File: src/sv/swm_pkg.sv
// swm_pkg: shared types, constants and elaboration helpers for the sliding window
// median / absolute-deviation block. No dependencies.
package swm_pkg;

    localparam int SAMPLE_BITS = 16;
    localparam int COST_BITS   = 22;
    localparam int CFG_BITS    = 7;
    localparam int WIN_RESET   = 64;
    localparam int TREE_RADIX  = 8;
    localparam logic [COST_BITS-1:0] COST_MAX = '1;

    typedef logic [SAMPLE_BITS-1:0] sample_t;
    typedef logic [COST_BITS-1:0]   cost_t;
    typedef logic [CFG_BITS-1:0]    cfg_t;

    typedef struct packed {
        sample_t sample;
        logic    restart;
    } item_t;

    typedef struct packed {
        sample_t median;
        cost_t   cost;
    } result_t;

    // Operation broadcast to every cell of the sorted row
    typedef struct packed {
        logic    rm;
        sample_t rd;
        sample_t s;
    } cell_op_t;

    // Entry count at the input of tree level lvl (after lvl reductions)
    function automatic int level_count(input int n, input int lvl);
        int c;
        c = n;
        for (int k = 0; k < lvl; k++)
        begin
            c = (c + TREE_RADIX - 1) / TREE_RADIX;
        end
        return c;
    endfunction

    function automatic int tree_levels(input int n);
        int c;
        int lv;
        c  = n;
        lv = 0;
        while (c > 1)
        begin
            c  = (c + TREE_RADIX - 1) / TREE_RADIX;
            lv = lv + 1;
        end
        if (lv == 0)
        begin
            lv = 1;
        end
        return lv;
    endfunction

endpackage

File: src/sv/swm_cell.sv
// swm_cell: one slot of the sorted window row; does remove/insert against its
// neighbors and forms its absolute deviation from the median. Uses swm_pkg.
module swm_cell #(
    parameter int IDX = 0,
    parameter int CW  = 7
) (
    input  logic              clk,
    input  logic              upd,
    input  logic              diff_en,
    input  swm_pkg::cell_op_t op,
    input  logic [CW-1:0]     n,
    input  logic [CW-1:0]     m,
    input  logic [CW-1:0]     w,
    input  swm_pkg::sample_t  med,
    input  swm_pkg::sample_t  right_val,
    input  swm_pkg::sample_t  left_ap,
    input  logic              left_big,
    output swm_pkg::sample_t  val,
    output swm_pkg::sample_t  ap,
    output logic              big,
    output swm_pkg::sample_t  diff
);
    import swm_pkg::*;

    localparam logic [CW-1:0] POS = CW'(IDX);

    sample_t val_reg;
    sample_t val_next;
    sample_t diff_reg;
    sample_t diff_next;
    logic    live;
    logic    live_after;
    logic    shift_left;

    always_comb
    begin
        live       = POS < n;
        shift_left = op.rm && live && (val_reg >= op.rd);
        ap         = shift_left ? right_val : val_reg;
        live_after = POS < m;
        big        = !live_after || (ap > op.s);
        val_next   = big ? (left_big ? left_ap : op.s) : ap;
        if (POS < w)
        begin
            diff_next = (val_reg >= med) ? (val_reg - med) : (med - val_reg);
        end
        else
        begin
            diff_next = '0;
        end
    end

    always_ff @(posedge clk)
    begin
        if (upd)
        begin
            val_reg <= val_next;
        end
        if (diff_en)
        begin
            diff_reg <= diff_next;
        end
    end

    assign val  = val_reg;
    assign diff = diff_reg;

endmodule

File: config.mk
export PLATFORM = sky130hd
export DESIGN_NAME = swm_cell
export DESIGN_NICKNAME = d
export VERILOG_FILES = /design/src/sv/swm_pkg.sv /design/src/sv/swm_cell.sv
export SDC_FILE = /design/constraint.sdc
export NUM_CORES = 1
export LEC_CHECK = 0
export BUFFER_PORTS_ARGS = -buffer_cell sky130_fd_sc_hd__buf_2
export CAP_MARGIN = 5
export CORE_UTILIZATION = 47
export CTS_BUF_LIST = sky130_fd_sc_hd__clkbuf_2
export DETAILED_ROUTE_END_ITERATION = 12
export PLACE_DENSITY = 0.77
export SYNTH_ARGS = -nofsm -noshare
export SYNTH_HDL_FRONTEND = slang
export SYNTH_SLANG_ARGS = --single-unit
File: constraint.sdc
create_clock -name clk -period 5.84 [get_ports clk]
set_clock_uncertainty 0.2 [all_clocks]
set_input_delay 1.168 -clock clk [delete_from_list [all_inputs] [get_ports clk]]
set_output_delay 1.168 -clock clk [all_outputs]
set_load 0.03 [all_outputs]
## After elaboration in Yosys (flattened, before gate mapping)

Index checks and enable logic that the tools add are counted.

- ROM bits: 0
- Memories: 0
- Logic and storage cells: 18
- Bits in latches: 0
- Bits in registers: 32
- Output and inout bits: 49
- Bits of input ports: 106
- RAM bits: 0

- Reduce and logical (&&, ||, !) cells: 4
- Muxes and demuxes: 4
- Bitwise logic cells: 0
- $lt $le $gt $ge: 6
- Shift-type cells: 0
- Add/sub/neg operators: 2
- Divide/modulo/power cells: 0
- $mul: 0
- Equal/unequal tests: 0

Operators with widths:

| operator | count |
|---|---|
| $mux W16 | 4 |
| $ge A16 B16 Y1 | 2 |
| $sub A16 B16 Y16 | 2 |
| $lt A1 B7 Y1 const A | 3 |
| $gt A16 B16 Y1 | 1 |
| $logic_and A1 B1 Y1 | 2 |
| $logic_not A1 Y1 | 1 |
| $logic_or A1 B1 Y1 | 1 |

## Longest topological paths before layout

- Depth in word-level cells: 7
- Depth in mapped cells: 19
- Depth with buffers taken out: 16

## Worst setup path after synthesis

No wires, ideal clock.

- Kind: input -> output
- Start point: in op[25] in the netlist's numbering
- End point: out big
- Path buffers: 3
- Setup slack: -0.249 ns
- Data arrival time: 4.721 ns
- Required time: 4.472 ns
- Stages: 16
- Path through: inv_1 -> ha_1 -> a21oi_1 -> nor2_1 -> a2111oi_0 -> nand2_1 -> o31a_1 -> buf_6 -> buf_12 -> mux2_4 -> ha_1 -> nand4_1 -> or4_1 -> a21oi_2 -> buf_4 -> inv_1

- Cells in the longest elaborated chain, start to end: 5

RTL lines:

| what | line | text |
|---|---|---|
| start, declared | swm_cell.sv:10 | `input swm_pkg::cell_op_t op,` |
| $ge A16 B16 Y1 | swm_cell.sv:38 | `shift_left = op.rm && live && (val_reg >= op.rd);` |
| $logic_and A1 B1 Y1 | swm_cell.sv:38 |  |
| $mux W16 | swm_cell.sv:39 | `ap = shift_left ? right_val : val_reg;` |
| named net ap[14] | swm_cell.sv:19 | `output swm_pkg::sample_t ap,` |
| $gt A16 B16 Y1 | swm_cell.sv:41 | `big = !live_after \|\| (ap > op.s);` |
| $logic_or A1 B1 Y1 | swm_cell.sv:41 |  |
| end, declared | swm_cell.sv:20 | `output logic big,` |

The timed path passes the listed nets, and every way through them passes these cells.

## Final worst setup path

- Start point: in op[27] in the netlist's numbering
- End point: out big

- Cells in the longest elaborated chain, start to end: 5

RTL lines:

| what | line |
|---|---|
| $ge A16 B16 Y1 | swm_cell.sv:38 |
| $logic_and A1 B1 Y1 | swm_cell.sv:38 |
| $mux W16 | swm_cell.sv:39 |
| $gt A16 B16 Y1 | swm_cell.sv:41 |
| $logic_or A1 B1 Y1 | swm_cell.sv:41 |

Every way passes these cells.

==> results_dict.tcl <==
set metrics [dict create \
    ir_drop_v 0.000277 \
    clock_latency_ns 0.37 \
    rsz0062_at_grt "yes" \
    fill_cells 744 \
    grt_first_pass_wirelength_mm 17.0 \
    syn_area_mm2 0.00406 \
    finalSetupTns_ns 0 \
    ys_seq_area_frac 0.237 \
    first_global_vias 3652 \
    max_slew_margin 0.589 \
    grt_max_degree 32 \
    wl_per_cell_um 14.8 \
    area_delta_synth_final_pct 24.3 \
    layout_common_cells "buf_2 (154), inv_1 (68), ha_1 (56)" \
    path_class "in2out" \
    leakagePower_nw 2.64 \
    htreeDepth 2 \
    syn_nets 634 \
    numCtsBuffers 5 \
    grtUsageTotal 0.241 \
    numPortBuffers 154 \
    setup_viol 0 \
    critPathArrivalTime_ns 4.38 \
    regArea_um2 961 \
    nets 779 \
    powerDensity_mw_per_mm2 379 \
    synthCells 463 \
    drive_above_1_share 0.355 \
    synthFlopType "edfxtp_1" \
    hold_viol 0 \
    fmax_ghz 0.174 \
    vias 3837 \
    cts_sinks 32 \
    min-delay-path-class "reg2reg" \
    first_iter_violations 151 \
    utilization 0.609 \
    num_io_pins 155 \
    end_kind "primary output" \
    path_cells "buf_2, inv_1, ha_1, a2111oi_2, nand2_1, o31a_1, buf_12, mux2_2, ha_1, nand4_1, or4_4, a21oi_4, clkinvlp_4, buf_2" \
    post_synth_num_cell_types 51 \
    design_area_mm2 0.00505 \
    yosys_warnings 0 \
    finalWeightedCongestion 0.877 \
    tritoncts "built" \
    synth_area_per_cell_um2 8.77 \
    yosys-top-cells-area "edfxtp_1 (24%), ha_1 (19%), mux2_4 (6.7%)" \
    die_h_um 95.0 \
    die_x_um 95.0 \
    gr-total-overflow 0 \
    async_reset_ff_frac 0 \
    dieArea_mm2 0.00902 \
    period_needed_ns 5.75 \
    hold_ws_ns 0.655 \
    start_util 0.490 \
    critPathMaxStageDelay_ns 0.56 \
    final_common_cell "buf_2" \
    power_w 0.00191 \
    r2r_slack_ns 1.26 \
    final.period_utilization 0.985 \
    antenna_found_initial 0 \
    rows 33 \
    first_pass_iters 5 \
    core_area_mm2 0.00830 \
    wirelength_mm 10.5 \
    n_antenna_cell 0 \
    drc 0 \
    crit_slowest_cell "or4_4" \
    cts.path.max_buffers 2 \
    worst_ep_required_time_ns 4.47 \
    startpoint_type "input pin" \
    ys_ff_latch 32 \
    placed_area_mm2 0.00498 \
    dpl.hpwl_mm 8.89 \
    clk_pin_slew_ns 0.17 \
    timing_worst_slew_pin_value_ns 0.611 \
    drv_slew 0 \
    synth-edff-count 32 \
    multi_input_area_mm2 0.00284 \
    cap_violations 0 \
    worstPathMaxFanout 16 \
    root_buffer "clkbuf_2" \
    yosys.area.top_type_share 0.237 \
    yosysTopAreaCell "edfxtp_1" \
    viasPerCell 5.37 \
    status "complete, no violations" \
    final_antenna_net_count 0 \
]
per-stage QoR:
step	setup WS (ns)	std cells
after CTS	0.00822	713
after detailed placement	-0.0495	705
after global routing	-0.0914	714
after global placement	-0.00708	705
final	0.0887	714
after floorplan	0.00318	463
per-layer routing:
layer / vias up / share of wire / track usage
li1: 1941 / - / -
met1: 1727 / 0.45 / 0.309
met2: 150 / 0.48 / 0.412
met3: 19 / 0.057 / 0.0419
met4: 0 / 0.020 / 0.0682
met5: - / 0 / 0
cells in the mapped netlist, types with 2 or more instances:
library cell  instances
nor2_1               23
nor4_1                3
a211oi_1             12
o21ai_0              29
mux2_2               13
nand2_1              37
or3_1                 4
a21oi_2               3
or4_1                 4
mux2_4               18
clkbuf_1              7
xor2_1                4
o211ai_1              2
o21a_1                5
a21oi_1              31
o221ai_1              2
a2111oi_0             3
nand4_1               9
a21o_1               19
nor3_1                8
buf_2                 7
a211o_1               2
buf_4                 2
nand2b_1              2
nor2b_1               4
o31ai_1               2
and2_1                3
nand3_1               5
inv_1                70
edfxtp_1             32
buf_6                 2
fa_1                  2
mux2i_1              10
ha_1                 63
nand3b_1              3
xnor2_1               3
cell type report:
type                       instances  share of cell area
timing repair buffer             158               0.161
clock inverter                     1            0.000743
inverter                          70              0.0528
multi-input combinational        341               0.562
clock buffer                       7             0.00694
tap                              105              0.0260
sequential                        32               0.190
power by group:
| group | total [W] | internal [W] | leakage [nW] | switching [W] |
|---|---|---|---|---|
| registers | 0.000432 | 0.000372 | 0.315 | 0.0000597 |
| logic | 0.00137 | 0.000563 | 2.30 | 0.000808 |
| clock network | 0.000109 | 0.0000321 | 0.0306 | 0.0000768 |
worst max-delay path: cells and delay by family:
family                   cells  cell delay (ns)
AO/OA/AOI/OAI                3             0.90
AND/OR/NAND/NOR              3             0.82
adder cells (fa/ha/maj)      2             0.63
buffers and inverters        5             0.54
multiplexers                 1             0.30
kinds of logic after synthesis:
kind of cell | synth area share
buffers and inverters | 0.0949
DFF | 0.237
and+or+nand+nor | 0.124
muxes | 0.127
adders and majority gates | 0.204
AOI/OAI and AO/OA | 0.198
xor gates and xnor gates | 0.0151
worst paths after layout:
check	from	to	cells past startpoint
worst max register to register	val[0]	val[15]	16
worst min register to register	val[0]	val[0]	2
worst min-delay path	val[0]	val[0]	2
worst max-delay path	op[27]	big	14
repair_timing:
action                     CTS  global route
cloned                       0             0
hold buffers                 0             0
setup endpoints to repair    1             1
gates resized for setup      2             4
pin swaps                    0             4
setup buffers                0             1
Note: power is estimated with default switching activity, not from simulation.
