File: config.mk
export PLATFORM = sky130hd
export DESIGN_NAME = swm_ring
export DESIGN_NICKNAME = d
export VERILOG_FILES = /design/src/sv/swm_pkg.sv /design/src/sv/swm_ring.sv
export SDC_FILE = /design/constraint.sdc
export NUM_CORES = 1
export LEC_CHECK = 0
export BUFFER_PORTS_ARGS = -buffer_cell sky130_fd_sc_hd__buf_2
export CAP_MARGIN = 20
export CORE_AREA = 8 8 306 382
export DETAILED_ROUTE_END_ITERATION = 7
export DIE_AREA = 0 0 314 390
export MAX_ROUTING_LAYER = met4
export PLACE_DENSITY_LB_ADDON = 0.12
export SYNTH_ARGS = -nofsm -noshare
export SYNTH_HDL_FRONTEND = slang
export SYNTH_SLANG_ARGS = --single-unit
File: constraint.sdc
create_clock -name clk -period 3.5 [get_ports clk]
set_input_delay 0.525 -clock clk [delete_from_list [all_inputs] [get_ports clk]]
set_output_delay 0.525 -clock clk [all_outputs]
set_load 0.05 [all_outputs]
File: src/sv/swm_pkg.sv
// swm_pkg: shared types, constants and elaboration helpers for the sliding window
// median / absolute-deviation block. No dependencies.
package swm_pkg;

    localparam int SAMPLE_BITS = 16;
    localparam int COST_BITS   = 22;
    localparam int CFG_BITS    = 7;
    localparam int WIN_RESET   = 64;
    localparam int TREE_RADIX  = 8;
    localparam logic [COST_BITS-1:0] COST_MAX = '1;

    typedef logic [SAMPLE_BITS-1:0] sample_t;
    typedef logic [COST_BITS-1:0]   cost_t;
    typedef logic [CFG_BITS-1:0]    cfg_t;

    typedef struct packed {
        sample_t sample;
        logic    restart;
    } item_t;

    typedef struct packed {
        sample_t median;
        cost_t   cost;
    } result_t;

    // Operation broadcast to every cell of the sorted row
    typedef struct packed {
        logic    rm;
        sample_t rd;
        sample_t s;
    } cell_op_t;

    // Entry count at the input of tree level lvl (after lvl reductions)
    function automatic int level_count(input int n, input int lvl);
        int c;
        c = n;
        for (int k = 0; k < lvl; k++)
        begin
            c = (c + TREE_RADIX - 1) / TREE_RADIX;
        end
        return c;
    endfunction

    function automatic int tree_levels(input int n);
        int c;
        int lv;
        c  = n;
        lv = 0;
        while (c > 1)
        begin
            c  = (c + TREE_RADIX - 1) / TREE_RADIX;
            lv = lv + 1;
        end
        if (lv == 0)
        begin
            lv = 1;
        end
        return lv;
    endfunction

endpackage

File: src/sv/swm_ring.sv
// swm_ring: arrival-order sample memory, one write per enabled cycle; each write also
// returns the old word at that address as a registered read. Uses swm_pkg.
module swm_ring #(
    parameter int DEPTH = 64,
    parameter int AW    = 6
) (
    input  logic             clk,
    input  logic             we,
    input  logic [AW-1:0]    addr,
    input  swm_pkg::sample_t wdata,
    output swm_pkg::sample_t rdata
);
    import swm_pkg::*;

    sample_t mem [DEPTH];
    sample_t rdata_reg;

    always_ff @(posedge clk)
    begin
        if (we)
        begin
            rdata_reg  <= mem[addr];
            mem[addr]  <= wdata;
        end
    end

    assign rdata = rdata_reg;

endmodule

# Yosys cells after proc, flatten, opt, wreduce, memory -nomap -nowiden
# Memories as Yosys holds them, arrays and structs flattened. A register that Yosys moved wholly into a read port is not among the register bits.
# Cells that the tools add are included.
totals:
  ff_bits: 0
  latchBits: 0
  ramBits: 1024
  mem_bits_ro: 0
  input_bits: 24
  out_inout_bits: 16
  elab_cells: 3
  memories: 1
classes:
  addsub: 0
  mul: 0
  div_mod_pow: 0
  order_cmp: 0
  eq_ne: 0
  n_shift: 0
  n_mux: 2
  bitwise: 0
  n_reduce_logical: 0
memory_table:
  columns: ["memory", "depth", "width", "read_ports", "rd_clocked_by_memory_dff", "wr", "line_no", "text"]
  rows:
  - ["mem", 64, 16, 1, 1, 1, "swm_ring.sv:15", "sample_t mem [DEPTH];"]
ops:
  columns: ["cell", "count"]
  rows:
  - ["$mux 1", 2]

# Logic depth before layout (Yosys ltp)
depth:
  ltp_word: 2
  ltp_mapped: 11

# Least setup slack after synthesis
# OpenSTA, ideal clock, no wires.
synth_timing:
  path_type: "input -> register"
  start: "input addr[0]"
  end: "memory mem[13][0] (netlist bit) (enable)"
  arrival_ns: 2.502
  setup_slack_ns: 0.610
  cell_stages: 8
  path_buffers: 5
  cell_sequence: "buf_4 > nor2b_1 > buf_2 > buf_6 > buf_4 > clkbuf_1 > nand3_1 > nor2_1"
synth_rtl:
  columns: ["item", "line_no", "text"]
  rows:
  - ["from (decl)", "swm_ring.sv:9", "input logic [AW-1:0] addr,"]
  - ["to (decl)", "swm_ring.sv:15", null]
# Straight into the memory's write port.

==> results by group <==
GRT
  • GRT Total Usage: between 20% and 30%
  • Aggregate global routing overflow: 0
  • Largest net degree at the start of global routing: roughly 70
  • GRT met3 Usage: about 4.2%
  • Met2 Usage GRT: about a third
  • Busiest grt layer: met2
  • Met1 Use GR: ~25%
  • Initial antenna violation count: 10
  • Global-route wire length before repair: ~180,000 um
  • Vias in the first global route: 23,300

Worst setup path
  • Worst endpoint data arrival time: ~3.1 ns
  • Max FO, Critical Path: 38
  • Worst setup path endpoint: rdata[0]
  • CP startpoint: addr[2]
  • Crit end category: flop
  • Worst reg2reg path depth: 5
  • Worst EP required: about 4.0 ns
  • CP Class: in -> reg
  • Crit path launch type: input pin
  • RR Startpoint: mem[21][14]
  • FF-to-FF setup slack: approximately 1.1 ns
  • Worst r2r dst: rdata[14]

Drt
  • Wirelength per Cell: just over 30 um
  • DRC marker count from the first detailed-route iteration: approximately 2,200
  • DRC Markers: 0
  • TritonRoute pass-1 iters: 7
  • Antenna violation net count after detailed routing: 0
  • Drt via density: ~5.7
  • Vias: around 23,000
  • Final WL: between 100,000 and 150,000 um

Power
  • Leakage: around 15 nW
  • Comb power frac: approximately 6%
  • Pint: 20.9 mW
  • Max IR drop VDD: 0.421 mV
  • Reg power frac: slightly above 50%
  • Clk pwr share: a little over two fifths
  • PD cells: just under 600 mW/mm2
  • Sw Ratio: around 22%
  • Switch Pwr: ~6.0 mW

Clock tree
  • CTS buffer count: just over 100
  • Clk_lat worst skew: 0.72 ns
  • Post-CTS Resized: 0
  • Post-CTS Setup Bufs: 0
  • CTS Sinks: ~1,000
  • TritonCTS clock tree: done
  • # hold bufs at CTS: 0
  • Max Root-Sink Buffers: 3
  • Clk pin slew, worst setup/hold paths: ~0.06 ns
  • H-Tree Level Count: 3
  • CTS root buf: clkbuf_16

Layout
  • Share of cells above drive strength 1: 18.1%
  • Final #Nets: ~2,500
  • P&R area growth vs syn: 17.2%
  • Largest register FFs: a little over 1,000
  • Final core utilization: between 40% and 50%
  • FILL cells: a little under 10,000

Yosys
  • Synth Register Bits: 1,040
  • Number of enable flip-flop cells after synthesis: roughly 1,000
  • Netlist cell types: 54
  • Synth async-reset ratio: 0%
  • Register area share after synthesis: about four fifths
  • Syn avg cell area: roughly 18 um2
  • Yosys warnings: 0
  • Synthesized area: between 0.03 and 0.04 mm2
  • Cell count after synthesis: about 2,300
  • Primary FF master, synth: edfxtp_1
  • Syn_nets: between 2,000 and 2,500

Die
  • Core Footprint: between 0.1 and 0.15 mm2
  • IO Count: 40
  • Initial Utilization: 35.7%
  • Chip Height: between 300 and 400 um
  • Die ar.: around 0.12 mm2
  • Die Wd: 314 um
  • Row count: around 140

Flow run
  • Max-cap violations: 0

STA
  • Final slew viol count: 0
  • Unrepaired setup endpoints after global routing: no
  • Post-route clock period utilization: 76.0%
  • Clock skew: roughly 0.030 ns
  • Maximum clock frequency: roughly 380 MHz
  • Crit path time final: approximately 2.7 ns
  • Final setup vio count: 0
  • Worst Tran Pin Value: 1.12 ns
  • Final Hold Viols: 0
  • Setup TNS: 0 ns
  • Max-slew headroom: about 25%

Hold path
  • Worst Hold Class: in -> reg

Placed design
  • Placer congestion estimate: approximately 0.87
  • IO buf count: 39
  • DP HPWL: slightly below 80,000 um

Run status
  • Status: completed
## final cells by class
class	instances	area [um2]	share of cell area (%)
multi-input combinational	1060	7650	16.5
tap	1459	1830	3.93
timing repair buffer	279	2310	4.98
antenna	7	17.5	0.0377
clock inverter	66	803	1.73
clock buffer	121	2600	5.60
inverter	2	7.51	0.0162
sequential	1040	31200	67.2
## power by group through the flow
stage,Clock [mW],Combinational (mW),Sequential [mW]
CTS,11.6,1.63,13.9
detailed placement,0,1.62,14.1
global route,12.0,1.71,13.9
finish,11.3,1.62,13.9
floorplan,0,0.685,14.2
global placement,0,1.61,14.1
## cells in the mapped netlist (2+ instances only)
| library cell | count | share of area, % |
|---|---|---|
| a211oi_1 | 20 | 0.38 |
| o22a_1 | 27 | 0.60 |
| o21ai_0 | 29 | 0.37 |
| mux4_2 | 6 | 0.34 |
| mux2_2 | 17 | 0.48 |
| nor3b_1 | 3 | 0.057 |
| clkbuf_1 | 62 | 0.59 |
| a21oi_1 | 74 | 0.93 |
| a221oi_1 | 106 | 2.3 |
| nand4_1 | 7 | 0.11 |
| nor2_1 | 159 | 1.5 |
| edfxtp_1 | 1040 | 79 |
| a2111oi_0 | 8 | 0.18 |
| o211ai_1 | 4 | 0.076 |
| buf_6 | 9 | 0.26 |
| a32o_1 | 2 | 0.051 |
| a22o_1 | 21 | 0.46 |
| a221o_1 | 2 | 0.051 |
| buf_1 | 13 | 0.12 |
| and2_1 | 4 | 0.063 |
| buf_4 | 16 | 0.30 |
| o21ai_1 | 4 | 0.051 |
| nor3_1 | 10 | 0.13 |
| mux2i_1 | 154 | 3.9 |
| or4_1 | 9 | 0.17 |
| nor2b_1 | 9 | 0.14 |
| a22oi_1 | 196 | 3.7 |
| nand3b_1 | 3 | 0.057 |
| o221ai_1 | 14 | 0.31 |
| o22ai_1 | 58 | 0.92 |
| a31oi_1 | 23 | 0.36 |
| nand3_1 | 10 | 0.13 |
| nand2_1 | 40 | 0.38 |
| o211a_1 | 7 | 0.18 |
| a222oi_1 | 9 | 0.23 |
| nand2b_1 | 5 | 0.079 |
| buf_2 | 62 | 0.78 |
| a311oi_1 | 6 | 0.13 |
## worst max-delay path: stages
cell	delay (ns)
buf_8	0.23
buf_12	0.30
buf_4	0.28
mux2i_1	0.33
o211ai_1	0.13
a2111oi_0	0.72
nand2_1	0.10
or4_1	0.41
## per-layer routing
layer,vias to the layer above,wire [um]
met5,-,0
li1,9807,-
met3,187,8210
met1,12000,50800
met2,816,61200
met4,0,4810
## worst min path at each step
stage,startpoint,endpoint,slack (ns),depth (start not counted)
final,wdata[5],mem[29][5],0.21,1
after global routing,wdata[5],mem[29][5],0.20,1
after CTS,wdata[5],mem[29][5],0.18,1
after detailed placement,mem[41][2],rdata[2],0.74,3
after global placement,mem[42][10],rdata[10],0.74,3
after floorplan,wdata[0],mem[0][0],0.62,0
## cell usage in the layout, fill, tap and decap left out, drive strengths merged, types with 7 or more instances in the layout
| master | netlist | final |
|---|---|---|
| a22o | 21 | 21 |
| diode | 0 | 7 |
| mux2i | 154 | 154 |
| bufinv | 0 | 17 |
| o22ai | 58 | 58 |
| o22a | 27 | 27 |
| buf | 100 | 278 |
| nand2 | 41 | 41 |
| nand3 | 10 | 10 |
| nor2b | 9 | 9 |
| a2111oi | 8 | 8 |
| or4 | 9 | 9 |
| inv | 2 | 8 |
| a22oi | 196 | 196 |
| o21ai | 33 | 33 |
| clkinv | 0 | 42 |
| a222oi | 9 | 9 |
| nand4 | 7 | 7 |
| a221oi | 107 | 107 |
| a211oi | 20 | 20 |
| a31oi | 23 | 23 |
| nor2 | 160 | 160 |
| a21oi | 74 | 74 |
| nor3 | 10 | 10 |
| o211a | 7 | 7 |
| edfxtp | 1040 | 1040 |
| mux2 | 18 | 18 |
| o221ai | 14 | 14 |
| clkbuf | 62 | 122 |
## logic make-up (layout without fill, tap and decap cells)
family                 after synthesis  count (layout)  share of synthesized area, %
buffers and inverters              164             468                          2.07
AOI/OAI and AO/OA                  617             617                          11.5
muxes                              178             178                          4.74
DFF                               1040            1040                          78.8
other                                0               7                             0
and+or+nand+nor                    265             265                          2.92
## metrics by stage
step | worst slack (ns) | area (um2) | power (mW) | hold WS, ns | instances
2_1_floorplan | 0.610 | 39600 | 14.9 | 0.624 | 2264
3_3_place_gp | 0.0200 | 43000 | 15.7 | 0.741 | 3837
3_5_place_dp | 0.0988 | 43000 | 15.8 | 0.736 | 3839
4_1_cts | 0.880 | 46400 | 27.1 | 0.179 | 4026
5_1_grt | 0.817 | 46400 | 27.6 | 0.199 | 4032
6_report | 0.839 | 46500 | 26.8 | 0.211 | 4034
Power figures use the tool's default switching activity.
