`src/sv/swm_pkg.sv`:
```
// swm_pkg: shared types, constants and elaboration helpers for the sliding window
// median / absolute-deviation block. No dependencies.
package swm_pkg;

    localparam int SAMPLE_BITS = 16;
    localparam int COST_BITS   = 22;
    localparam int CFG_BITS    = 7;
    localparam int WIN_RESET   = 64;
    localparam int TREE_RADIX  = 8;
    localparam logic [COST_BITS-1:0] COST_MAX = '1;

    typedef logic [SAMPLE_BITS-1:0] sample_t;
    typedef logic [COST_BITS-1:0]   cost_t;
    typedef logic [CFG_BITS-1:0]    cfg_t;

    typedef struct packed {
        sample_t sample;
        logic    restart;
    } item_t;

    typedef struct packed {
        sample_t median;
        cost_t   cost;
    } result_t;

    // Operation broadcast to every cell of the sorted row
    typedef struct packed {
        logic    rm;
        sample_t rd;
        sample_t s;
    } cell_op_t;

    // Entry count at the input of tree level lvl (after lvl reductions)
    function automatic int level_count(input int n, input int lvl);
        int c;
        c = n;
        for (int k = 0; k < lvl; k++)
        begin
            c = (c + TREE_RADIX - 1) / TREE_RADIX;
        end
        return c;
    endfunction

    function automatic int tree_levels(input int n);
        int c;
        int lv;
        c  = n;
        lv = 0;
        while (c > 1)
        begin
            c  = (c + TREE_RADIX - 1) / TREE_RADIX;
            lv = lv + 1;
        end
        if (lv == 0)
        begin
            lv = 1;
        end
        return lv;
    endfunction

endpackage

```
`src/sv/swm_sum.sv`:
```
// swm_sum: registered radix-8 adder tree over the cell deviations, carrying the
// median alongside. Uses swm_pkg.
module swm_sum #(
    parameter  int N  = 64,
    localparam int AW = swm_pkg::SAMPLE_BITS + $clog2(N) + 1
) (
    input  logic             clk,
    input  logic             rst_n,
    input  logic             en,
    input  logic             in_vld,
    input  swm_pkg::sample_t in_tag,
    input  swm_pkg::sample_t in_data [N],
    output logic             out_vld,
    output swm_pkg::sample_t out_tag,
    output logic [AW-1:0]    out_sum
);
    import swm_pkg::*;

    localparam int LV = tree_levels(N);

    logic [AW-1:0] leaf [N];
    logic [AW-1:0] node [LV][N];
    logic [AW-1:0] nsum [LV][N];
    logic [LV-1:0] vld_reg;
    sample_t       tag_reg [LV];

    genvar l, j;
    generate
        for (j = 0; j < N; j++)
        begin : g_leaf
            assign leaf[j] = AW'(in_data[j]);
        end
        for (l = 0; l < LV; l++)
        begin : g_lvl
            localparam int CIN  = level_count(N, l);
            localparam int COUT = level_count(N, l + 1);
            for (j = 0; j < N; j++)
            begin : g_node
                if (j < COUT)
                begin : g_add
                    always_comb
                    begin
                        nsum[l][j] = '0;
                        for (int k = 0; k < TREE_RADIX; k++)
                        begin
                            if (j * TREE_RADIX + k < CIN)
                            begin
                                if (l == 0)
                                begin
                                    nsum[l][j] = nsum[l][j] + leaf[j * TREE_RADIX + k];
                                end
                                else
                                begin
                                    nsum[l][j] = nsum[l][j]
                                               + node[l == 0 ? 0 : l - 1][j * TREE_RADIX + k];
                                end
                            end
                        end
                    end
                end
                else
                begin : g_pad
                    assign nsum[l][j] = '0;
                end
                always_ff @(posedge clk)
                begin
                    if (en)
                    begin
                        node[l][j] <= nsum[l][j];
                    end
                end
            end
        end
    endgenerate

    always_ff @(posedge clk or negedge rst_n)
    begin
        if (!rst_n)
        begin
            vld_reg <= '0;
        end
        else if (en)
        begin
            for (int i = 0; i < LV; i++)
            begin
                vld_reg[i] <= (i == 0) ? in_vld : vld_reg[(i == 0) ? 0 : i - 1];
            end
        end
    end

    always_ff @(posedge clk)
    begin
        if (en)
        begin
            for (int i = 0; i < LV; i++)
            begin
                tag_reg[i] <= (i == 0) ? in_tag : tag_reg[(i == 0) ? 0 : i - 1];
            end
        end
    end

    assign out_vld = vld_reg[LV-1];
    assign out_tag = tag_reg[LV-1];
    assign out_sum = node[LV-1][0];

endmodule

```
`config.mk`:
```
export PLATFORM = sky130hd
export DESIGN_NAME = swm_sum
export DESIGN_NICKNAME = d
export VERILOG_FILES = /design/src/sv/swm_pkg.sv /design/src/sv/swm_sum.sv
export SDC_FILE = /design/constraint.sdc
export NUM_CORES = 2
export LEC_CHECK = 0
export ABC_CLOCK_PERIOD_IN_PS = 5800
export BUFFER_PORTS_ARGS = -buffer_cell sky130_fd_sc_hd__buf_2
export CAP_MARGIN = 0
export CORE_AREA = 2 2 418 420
export DETAILED_ROUTE_END_ITERATION = 6
export DIE_AREA = 0 0 420 422
export GPL_TIMING_DRIVEN = 0
export HOLD_SLACK_MARGIN = 0.06
export SETUP_SLACK_MARGIN = 0.15
export SYNTH_ARGS = -nofsm -noshare
export SYNTH_HDL_FRONTEND = slang
export SYNTH_SLANG_ARGS = --single-unit
export TNS_END_PERCENT = 5
```
`constraint.sdc`:
```
create_clock -name clk -period 5.8 [get_ports clk]
set_input_delay 0.58 -clock clk [delete_from_list [all_inputs] [get_ports clk]]
set_output_delay 0.58 -clock clk [all_outputs]
set_load 0.05 [all_outputs]
```
**After elaboration in Yosys (flattened, before gate mapping)**

Memory sizes are Yosys's and may differ from the RTL's.
Cells that the tools add are included.

- Register bits: 2
- Bits in writable memories: 400
- Output and inout bits: 40
- Memories kept: 2

- Add/subtract/negate cells: 63
- Multiplexer cells: 2

Memories:

| name | words | width | rd ports | clocked after memory_dff | wr ports | line | text |
|---|---|---|---|---|---|---|---|
| node | 2 | 184 | 2 | 0 | 2 | swm_sum.sv:22 | `logic [AW-1:0] node [LV][N];` |
| tag_reg | 2 | 16 | 2 | 0 | 2 | swm_sum.sv:25 | `sample_t tag_reg [LV];` |

Operator list:

| operator | count |
|---|---|
| adder 22 x 16 -> 23 bit | 8 |
| adder 21 x 16 -> 22 bit | 8 |
| adder 20 x 16 -> 21 bit | 8 |
| adder 23 bit | 7 |
| adder 19 x 16 -> 20 bit | 8 |
| adder 18 x 16 -> 19 bit | 8 |
| adder 17 x 16 -> 18 bit | 8 |
| adder 16 x 16 -> 17 bit | 8 |
| 2-to-1 mux 1 bit | 2 |

**Longest topological paths before layout**

An unclocked memory read counts as a cell.

- Depth in word-level cells: 8
- Gate-level depth with buffers: 17

**Least setup slack after synthesis**

OpenSTA, ideal clock, no wires.

- Path kind: input port to flip-flop
- Start point: input port in_data[306] (netlist name)
- End point: memory node[0][64] (netlist name), data pin
- Setup time: 0.254 ns
- Arrival time: 4.895 ns
- Data required time: 5.546 ns
- Path slack: 0.651 ns
- Stages on the path: 16
- Buffers on the path: 0
- Cells stage by stage: inv_1 fa_1 inv_1 fa_1 fa_1 fa_1 ha_1 inv_1 fa_1 nor2b_4 o31a_1 or4_1 a31o_2 a221o_2 a221o_1 a21o_1

RTL lines:

| element | line | text |
|---|---|---|
| start, declared | swm_sum.sv:12 | `input swm_pkg::sample_t in_data [N],` |
| end, declared | swm_sum.sv:22 |  |

==> impl_results.md <==
* Top cell by count, worst path: fa_1
* Nets@finish at 6574
* Synthesis Warnings at 0
* Total GRT Usage at 15.9%
* Reg-to-reg slack, setup at 0.15 ns
* Vias in the first global route at 28700
* Worst Hold Path EP: tag_reg[0][14]
* Worst r2r dst: node[1][181]
* Worst hold stages at 1
* Final Setup Violations at 0
* Die W at 420 um
* Max frequency at 0.177 GHz
* Max-capacitance violation count at 0
* WP data arrival at 5.99 ns
* Global-route wire length before repair at 199 mm
* Synth unique cells at 62
* Ys flop type: edfxtp_1
* Crit-path cells: inv_1 -> fa_1 -> inv_1 -> fa_1 -> fa_1 -> inv_1 -> fa_1 -> inv_1 -> ha_1 -> fa_1 -> a21o_1 -> a21oi_1 -> o21ai_0 -> nand2_1 -> o21ai_0 -> a311o_1 -> xor2_1
* Setup CP Type: flip-flop to flip-flop
* Largest net degree at the start of global routing at 109
* Post-route cell area at 45000 um2
* Clk_lat worst skew at 0.61 ns
* First drt pass iteration count at 5
* Hold_sp: in_tag[14]
* Final wirelength at 142 mm
* Sequential share of the synthesized area at 17.5%
* Fin crit period at 5.65 ns
* Crit path from: node[0][71]
* CTS tree: yes
* CTS Buf Count at 30
* Register bit count reported by yosys at 208
* Clock skew at 0.0233 ns
* EDFF count, synth at 206
* Hold Crit Class: input port to flip-flop
* Via Count at 26300
* Die Area at 177000 um2
* Hold Fails Final Rpt at 0
* CP peak stage delay at 0.57 ns
* Worst relative slew slack at 36.5%
* Drt drc at 0
* GRT overflow at 0
* Final ANT Viol Nets at 0
* CTS root buffer: clkbuf_16
* Final worst-path cycle share at 97.4%
* RSZ-0062 raised after global routing: yes
* Post-Syn Instances at 3365
* Final Max Slew Viols at 0
* Worst setup margin at 0.152 ns
* Chip Height at 422 um
* DP Area at 44000 um2
* Clk sinks at 208
* WL/cell at 20.8 um
* Startpoint types: flip-flop
* CTS clk-pin slew, worst paths at 0.06 ns
* Crit Path Max Fanout at 4
* Syn Std Cell Area at 35600 um2
* Number of port buffers at 1082
* Hold slack at 0.160 ns
* Crit end category: flip-flop
* H-tree depth at 1
* Status: finished clean
* Syn nets at 5456
* GP Congestion at 1.06
* Synth async-reset ratio at 0.962%
* Slowest-stage cell, CP: fa_1
* Max clock buf depth at 3
* Drt initial violations at 1380
* HPWL Detailed at 134 mm
* Area Growth Syn to Fin at 26.6%
* Share of post-route cells with drive strength above 1 at 26.1%
* DR vias/cell at 3.84
* Post-Syn Area per Cell at 10.6 um2
* I/O Pins at 1084
* Initial antenna violation count at 62
* Starting Density at 20.6%
* Standard-cell row count at 153
* R2r startpoint: node[0][71]
* Core area at 173000 um2
* Least-Margin Pin Slew at 0.942 ns
* FF-to-FF path depth at 17
* Critical Path RT at 6.14 ns
* Worst slack, placed at -0.981 ns
* Max FFs per register at 174
[layer usage]
layer	share of wire [%]	track usage, %	up-vias
li1	-	-	11900
met1	43	21.5	13400
met2	49	26.8	803
met3	6.1	2.98	155
met4	1.8	2.70	20
met5	0.089	0	-
[placed cells by master, fill, tap and decap left out, types with 5 or more instances in the layout]
cell	count
a21oi_1	100
a31o_2	11
clkbuf_1	11
a311oi_1	5
xnor2_1	87
nor2_1	80
nand2b_1	14
nand3_1	21
nor3_1	19
o21ai_0	70
nand2_1	46
clkbuf_16	31
o21a_1	16
xor2_1	23
buf_2	1081
ha_1	174
inv_1	1410
nor2b_1	18
a31oi_1	9
nand4_1	8
buf_4	18
o211ai_1	6
diode_2	21
a21o_1	40
fa_1	872
and3_1	9
o21bai_1	7
a211oi_1	12
edfxtp_1	206
or2_2	5
[logic make-up after synthesis]
group,after synthesis,share of synthesized area [%]
buffers and inverters,1432,15.3
adders and majority gates,1047,55.2
AOI/OAI and AO/OA,319,5.77
and+or+nand+nor,245,3.37
DFF,208,17.5
xor gates and xnor gates,110,2.71
muxes,3,0.0914
other,1,0.0105
[synth_stat cells, types with 21 or more instances]
library cell  instances  area (um2)
ha_1                174        2180
nor2_1               80         300
xor2_1               23         201
nand3_1              21         105
xnor2_1              87         762
o21ai_0              70         350
inv_1              1410        5290
a21oi_1             100         500
fa_1                873       17500
nand2_1              46         173
edfxtp_1            206        6190
a21o_1               40         300
[stage by stage]
| stage | instances | utilization (%) | setup TNS [ns] |
|---|---|---|---|
| final | 6851 | 26.0 | 0 |
| after floorplan | 3365 | - | 0 |
| after detailed placement | 6774 | 25.4 | -6.05 |
| after global routing | 6839 | 26.0 | 0 |
| after global placement | 6772 | 25.4 | -6.85 |
| after CTS | 6829 | 26.0 | 0 |
[layout make-up]
class                           count  area (um2)
Tap cell                         2325        2910
Clock buffer                       37         798
Buffer                             22         146
Clock inverter                     17         175
Antenna cell                       21        52.6
Multi-Input combinational cell   1725       23900
Inverter                         1410        5290
Fill cell                       18500      128000
Sequential cell                   208        6240
Timing Repair Buffer             1086        5500
[worst max-delay path by stage]
| stage | end | cells after the start |
|---|---|---|
| floorplan | node[0][64] | 16 |
| global placement | node[0][178] | 14 |
| detailed placement | node[0][178] | 14 |
| CTS | node[1][181] | 17 |
| global route | node[1][181] | 17 |
| finish | node[1][181] | 17 |
[repair_timing]
action                                  CTS  global route
pin swaps                                 0             1
setup buffers                             0             1
gates resized for setup                   3             0
endpoints found under the setup margin    7             7
hold endpoints to repair                  2             0
cloned                                    0             0
hold buffers                              1             0
[critical path, delay by kind of cell, from the launching register on]
| family | cells | cell delay [ns] |
|---|---|---|
| DFF | 1 | 0.41 |
| xor gates and xnor gates | 1 | 0.16 |
| buffers and inverters | 4 | 0.25 |
| adders and majority gates | 6 | 2.71 |
| AOI/OAI and AO/OA | 5 | 1.60 |
| and+or+nand+nor | 1 | 0.26 |
Power is not shown: default switching activity piles up to over one toggle a cycle in this logic, so the estimate is an artifact.
